<file path="config.mk">
export PLATFORM = sky130hd
export DESIGN_NAME = tri2d_div_cell
export DESIGN_NICKNAME = d
export VERILOG_FILES = /design/src/design/tri2d_pkg.sv /design/src/design/tri2d_div_cell.sv
export SDC_FILE = /design/constraint.sdc
export NUM_CORES = 1
export LEC_CHECK = 0
export CAP_MARGIN = 20
export CORE_AREA = 2 2 214 216
export CTS_CLUSTER_SIZE = 12
export DETAILED_ROUTE_END_ITERATION = 8
export DIE_AREA = 0 0 216 218
export DONT_BUFFER_PORTS = 1
export PLACE_DENSITY_LB_ADDON = 0.15
export SKIP_LAST_GASP = 1
export SLEW_MARGIN = 10
export SYNTH_ARGS = -nofsm -noshare
export SYNTH_HDL_FRONTEND = slang
export SYNTH_SLANG_ARGS = --single-unit
</file>
<file path="constraint.sdc">
create_clock -name i_clk -period 14.75 [get_ports i_clk]
set_input_delay 2.95 -clock i_clk [delete_from_list [all_inputs] [get_ports i_clk]]
set_output_delay 2.95 -clock i_clk [all_outputs]
set_load 0.01 [all_outputs]
</file>
<file path="src/design/tri2d_pkg.sv">
// ----------------------------------------------------------------------------
// tri2d_pkg
// Shared types and constants for the three-anchor 2D position solver.
// ----------------------------------------------------------------------------
package tri2d_pkg;

    localparam int QBITS = 32;

    typedef struct packed {
        logic det_zero;
        logic neg_x;
        logic neg_y;
        logic ovf_x;
        logic ovf_y;
    } t_flags;

endpackage

</file>
<file path="src/design/tri2d_div_cell.sv">
// ----------------------------------------------------------------------------
// tri2d_div_cell
// One restoring division step for both coordinates: shift in one numerator
// bit, compare and subtract, set one quotient bit.
// ----------------------------------------------------------------------------
module tri2d_div_cell #(
    parameter int REM_W = 47,
    parameter int BIT   = 31
) (
    input  logic                              i_clk,
    input  logic                              i_rst_n,
    input  logic                              i_valid,
    output logic                              o_ready,
    input  tri2d_pkg::t_flags                 i_flags,
    input  logic [tri2d_pkg::QBITS-1:0]       i_num_x,
    input  logic [tri2d_pkg::QBITS-1:0]       i_num_y,
    input  logic [tri2d_pkg::QBITS-1:0]       i_q_x,
    input  logic [tri2d_pkg::QBITS-1:0]       i_q_y,
    input  logic [REM_W-1:0]                  i_rem_x,
    input  logic [REM_W-1:0]                  i_rem_y,
    input  logic [REM_W-2:0]                  i_den,
    output logic                              o_valid,
    input  logic                              i_ready,
    output tri2d_pkg::t_flags                 o_flags,
    output logic [tri2d_pkg::QBITS-1:0]       o_num_x,
    output logic [tri2d_pkg::QBITS-1:0]       o_num_y,
    output logic [tri2d_pkg::QBITS-1:0]       o_q_x,
    output logic [tri2d_pkg::QBITS-1:0]       o_q_y,
    output logic [REM_W-1:0]                  o_rem_x,
    output logic [REM_W-1:0]                  o_rem_y,
    output logic [REM_W-2:0]                  o_den
);
    import tri2d_pkg::*;

    logic             r_v;
    logic [REM_W-1:0] sh_x, sh_y, den_e;
    logic             ge_x, ge_y;
    logic [QBITS-1:0] n_q_x, n_q_y;

    assign o_ready = !r_v || i_ready;
    assign o_valid = r_v;

    assign den_e = {1'b0, i_den};
    assign sh_x  = {i_rem_x[REM_W-2:0], i_num_x[BIT]};
    assign sh_y  = {i_rem_y[REM_W-2:0], i_num_y[BIT]};
    assign ge_x  = sh_x >= den_e;
    assign ge_y  = sh_y >= den_e;

    always_comb begin
        n_q_x      = i_q_x;
        n_q_y      = i_q_y;
        n_q_x[BIT] = ge_x;
        n_q_y[BIT] = ge_y;
    end

    always_ff @(posedge i_clk) begin
        if (!i_rst_n) begin
            r_v <= 1'b0;
        end else if (o_ready) begin
            r_v <= i_valid;
        end
    end

    always_ff @(posedge i_clk) begin
        if (o_ready) begin
            o_flags <= i_flags;
            o_num_x <= i_num_x;
            o_num_y <= i_num_y;
            o_q_x   <= n_q_x;
            o_q_y   <= n_q_y;
            o_rem_x <= ge_x ? sh_x - den_e : sh_x;
            o_rem_y <= ge_y ? sh_y - den_e : sh_y;
            o_den   <= i_den;
        end
    end

endmodule

</file>
# Word-level counts from Yosys, hierarchy flattened
# Cells that the tools add are included.
[totals]
input_bits = 277
register_bits = 274
out_inout_bits = 275
word_cells = 21
[op_classes]
order_cmp = 2
muxes = 2
add_sub_neg = 2
n_reduce_logical = 2
[ops]
columns = ["operator", "n"]
rows = [
  [">= comparator 47 x 46 -> 1 bit", 2],
  ["2-to-1 mux 47 bit", 2],
  ["subtractor 47 x 46 -> 47 bit", 2],
  ["zero test 1 bit", 1],
  ["logical OR 1 bit", 1],
]

# Depth between registers and ports, before layout
[depth]
depth_word = 2
mapped_depth = 14
depth_no_buf = 13

# Least setup slack after synthesis
# OpenSTA, ideal clock, no wires.
[synth_path]
path_kind = "input to output"
from = "input i_ready"
to = "output o_ready"
path_buffers = 0
arrival_ns = 9.562
setup_slack_ns = 2.238
path_stages = 1
required_ns = 11.800
path_cell_list = "nand2b_1"
[synth_between]
elab_chain_len = 1
[synth_lines]
columns = ["element", "line_no", "rtl"]
rows = [
  ["start: declaration", "tri2d_div_cell.sv:23", "input logic i_ready,"],
  ["logical OR 1 bit", "tri2d_div_cell.sv:40", "assign o_ready = !r_v || i_ready;"],
  ["end: declaration", "tri2d_div_cell.sv:13", "output logic o_ready,"],
]
# No other way between the ends.

# Worst setup path after layout
[layout_path]
from = "input i_den[42]"
to = "register o_rem_y[4], data pin"
[layout_between]
elab_chain_len = 2
[layout_lines]
columns = ["element", "line_no", "rtl"]
rows = [
  ["start: declaration", "tri2d_div_cell.sv:21", "input logic [REM_W-2:0] i_den,"],
  [">= comparator 47 x 46 -> 1 bit", "tri2d_div_cell.sv:47", "assign ge_y = sh_y >= den_e;"],
  ["2-to-1 mux 47 bit", "tri2d_div_cell.sv:72", "o_rem_y <= ge_y ? sh_y - den_e : sh_y;"],
  ["end signal: assignment", "tri2d_div_cell.sv:72", ""],
  ["end: declaration", "tri2d_div_cell.sv:30", "output logic [REM_W-1:0] o_rem_y,"],
]
# No other way between the ends.
# A chain may end at the register's enable or synchronous reset.

==> results by group <==
Run status
  • Status: complete, no violations

Power and ir drop
  • Seq pwr share: 49.2%
  • Clock share of power: 35.4%
  • LEAKAGE: 6.382 nW
  • Total net switching power: 616.9 uW
  • Pint: 1.562 mW
  • Pwr Density: 132.9 mW/mm2
  • Comb pwr share: 15.4%
  • Max VDD drop: 0.00009119 V
  • Net Sw Frac: 28.31%

Critical path
  • Crit. End Element: flip-flop
  • Arr. time, crit path: 6800 ps
  • Kind of critical path: input port to flip-flop
  • Worst EP required: 15,060 ps
  • Setup crit start kind: input port
  • Critical-path maximum fanout: 65
  • Reg2reg path depth: 4

Timing
  • Final count of pins violating max slew: 0
  • Fmax: 154.1 MHz
  • Tmin final: 6488 ps
  • Hold Fails Final Rpt: 0
  • Slew HR: 41.83%
  • Setup violations, final: 0
  • Final setup TNS: 0 ps
  • Tcrit/Tclk final: 43.99%
  • Setup Skew: 20.61 ps
  • Least-Margin Pin Slew: 872.6 ps
  • Unrepaired setup endpoints after global routing: no

Floorplanning
  • Core ar.: 0.04489 mm2
  • Horiz. Die Dim: 216 um
  • Die area: 0.04709 mm2
  • I/O pin total: 552
  • Height of the die: 218 um
  • Row Count: 78
  • Initial Utilization: 33.04%

Synth
  • Synth Net Count: 1,670
  • Synth Area per Inst: 11.42 um2
  • Synth area leader: edfxtp_1
  • FF+latch count, synth: 274
  • Largest family of logic cells by synthesized area: compound AO/OA/AOI/OAI gates
  • EDFF count, synth: 273
  • Post-synthesis mux area share: 1.409%
  • Mapped Area: 0.01483 mm2
  • Compound-cell area share of the yosys netlist: 17.32%
  • Ys Warns: 0
  • Simple-gate area share of the yosys netlist: 9.263%
  • Synth Area in XOR/XNOR: 4.901%
  • Top FF cell, synth: edfxtp_1
  • Cells after Synth: 1,299
  • Post-synth top area share: 55.27%
  • Seq/Total Area, Yosys: 55.41%
  • Synth Area in Adders: 8.031%
  • Area contributors post-synth: edfxtp_1 55%, ha_1 7.8%, a21oi_1 4.5%
  • Distinct cells, synth: 74
  • Synth async-reset ratio: 0%

Cells and area
  • Final cell utilization of the core: 36.53%
  • Commonest non-fill, non-tap cell in the layout: edfxtp_1
  • Most frequent cells in the layout: 273 x edfxtp_1, 133 x a21oi_1, 110 x nand2_1
  • Final std cells w/o fill: 1,914
  • Share of layout cells above drive strength 1: 6.789%
  • Layout area overhead: 10.57%
  • Layout Nets: 1,661

Detailed routing
  • Wire length on met3: 3690 um
  • Post-DR vias/cell: 5.340
  • Drt wl/cell: 25.34 um
  • Final ANT Viol Nets: 0
  • Iter 0 DRT Violations: 748
  • Drc violations: 0
  • Top layer used by detailed routing: met5
  • Drt pass-1 iters: 5
  • DR vias: 10.22k
  • Met2 routed WL: 24,210 um
  • Wl on met1: 19,100 um
  • WL final: 48,510 um

Clocking
  • Cts repair resizes: 0
  • CTS Hold Bufs: 0
  • CTS Buf Count: 31
  • Clk buf depth: 3
  • Clk slew on worst S/H paths: 60 ps
  • Clock sink count: 274
  • CTS tree: built
  • Clock Latency Late Sink: 580 ps
  • Clock root buffer: clkbuf_16
  • Post-CTS Setup Bufs: 0
  • H-tree depth: 1

Hold path
  • Hold WC Path Type: flip-flop to flip-flop
  • Hold path depth: 1

Global route
  • Initial antenna violation count: 3
  • Pin count of the biggest net entering global routing: 82
  • Vias in the first global route: 9,872
  • Global Route Usage Sum: 19.52%
  • First-pass GRT wire length: 67,850 um
  • GR Overflow Total: 0

Placement
  • Final HPWL DP: 38,920 um
  • GP Congestion: 0.8792
  • Cells after DPL: 1,857
  • Port bufs: 0

Run
  • Max-cap violations: 0
## worst paths after layout
path | to | slack (ps) | startpoint
setup / recovery | o_rem_y[4] | 8260 | i_den[42]
hold / removal | o_rem_x[9] | 780 | o_valid
hold reg to reg | o_rem_x[9] | 780 | o_valid
setup reg to reg | o_num_y[11] | 11660 | o_valid
## power groups by stage
stage	clock, mW	sequential (mW)	combinational [mW]
after floorplan	0	1.06	0.263
after global placement	0	1.09	0.332
after detailed placement	0	1.09	0.332
after CTS	0.793	1.08	0.334
after global routing	0.821	1.08	0.376
final	0.772	1.07	0.335
## cells by family (layout without fill, tap and decap cells)
kind of cell,count (synthesis),count (layout)
AOI/OAI and AO/OA,406,406
xor gates and xnor gates,83,83
adders and majority gates,94,94
buffers and inverters,126,138
DFF,274,274
muxes,16,16
other,0,3
and+or+nand+nor,300,300
## flip-flops by register name (all words and copies together) (netlist names)
register,count
o_q_x,32
o_flags,5
o_valid,1
o_den,46
o_q_y,32
o_rem_y,47
o_rem_x,47
o_num_x,32
o_num_y,32
## synthesized netlist by cell type (4+ instances only)
library cell / number
o31ai_1: 8
a21oi_1: 133
nand2b_1: 5
clkbuf_1: 28
a21boi_0: 5
edfxtp_1: 273
nor3_1: 10
o21a_1: 14
nand2_1: 110
inv_1: 76
o21ai_0: 93
a211oi_1: 14
o21bai_1: 21
mux2_4: 8
xnor2_1: 44
o211ai_1: 7
buf_2: 12
mux2_2: 6
o21ai_1: 4
and3_1: 11
nor2b_1: 8
nand3_1: 18
buf_6: 6
a21o_1: 60
xor2_1: 39
a31oi_1: 9
nand4_1: 28
nor2_1: 89
ha_1: 92
## worst max-delay path, cell delays in order
cell,delay (ps)
inv_1,60
ha_1,420
and3_1,250
nand2_1,70
nor3_1,610
nand4_1,310
or4_1,500
or4b_4,240
a21o_2,330
buf_4,610
mux2_2,410
## layer usage
layer,vias up,track usage [%]
met5,-,0
li1,4835,-
met3,60,5.579
met4,2,6.689
met2,426,34.05
met1,4897,23.04
## stage by stage
| step | power [mW] | cell area, um2 | setup slack [ps] | hold WS (ps) |
|---|---|---|---|---|
| 4_1_cts | 2.207 | 16390 | 8333 | 857.3 |
| 2_1_floorplan | 1.327 | 14830 | 2238 | 3049 |
| 5_1_grt | 2.277 | 16400 | 8105 | 845.7 |
| 3_3_place_gp | 1.427 | 15390 | 7692 | 828.2 |
| 3_5_place_dp | 1.424 | 15390 | 7741 | 832.1 |
| 6_report | 2.179 | 16400 | 8262 | 782.9 |
## cell type report
type | count | area [um2]
diodes | 3 | 7.507
repair buffers | 8 | 60.06
inverters | 76 | 285.3
multi-input cells | 899 | 6078
well taps | 600 | 750.7
clock inverters | 14 | 180.2
flip-flops and latches | 274 | 8218
fillers | 4478 | 28490
clock buffers | 40 | 819.5
No activity file was read; power rests on OpenSTA's default activity.
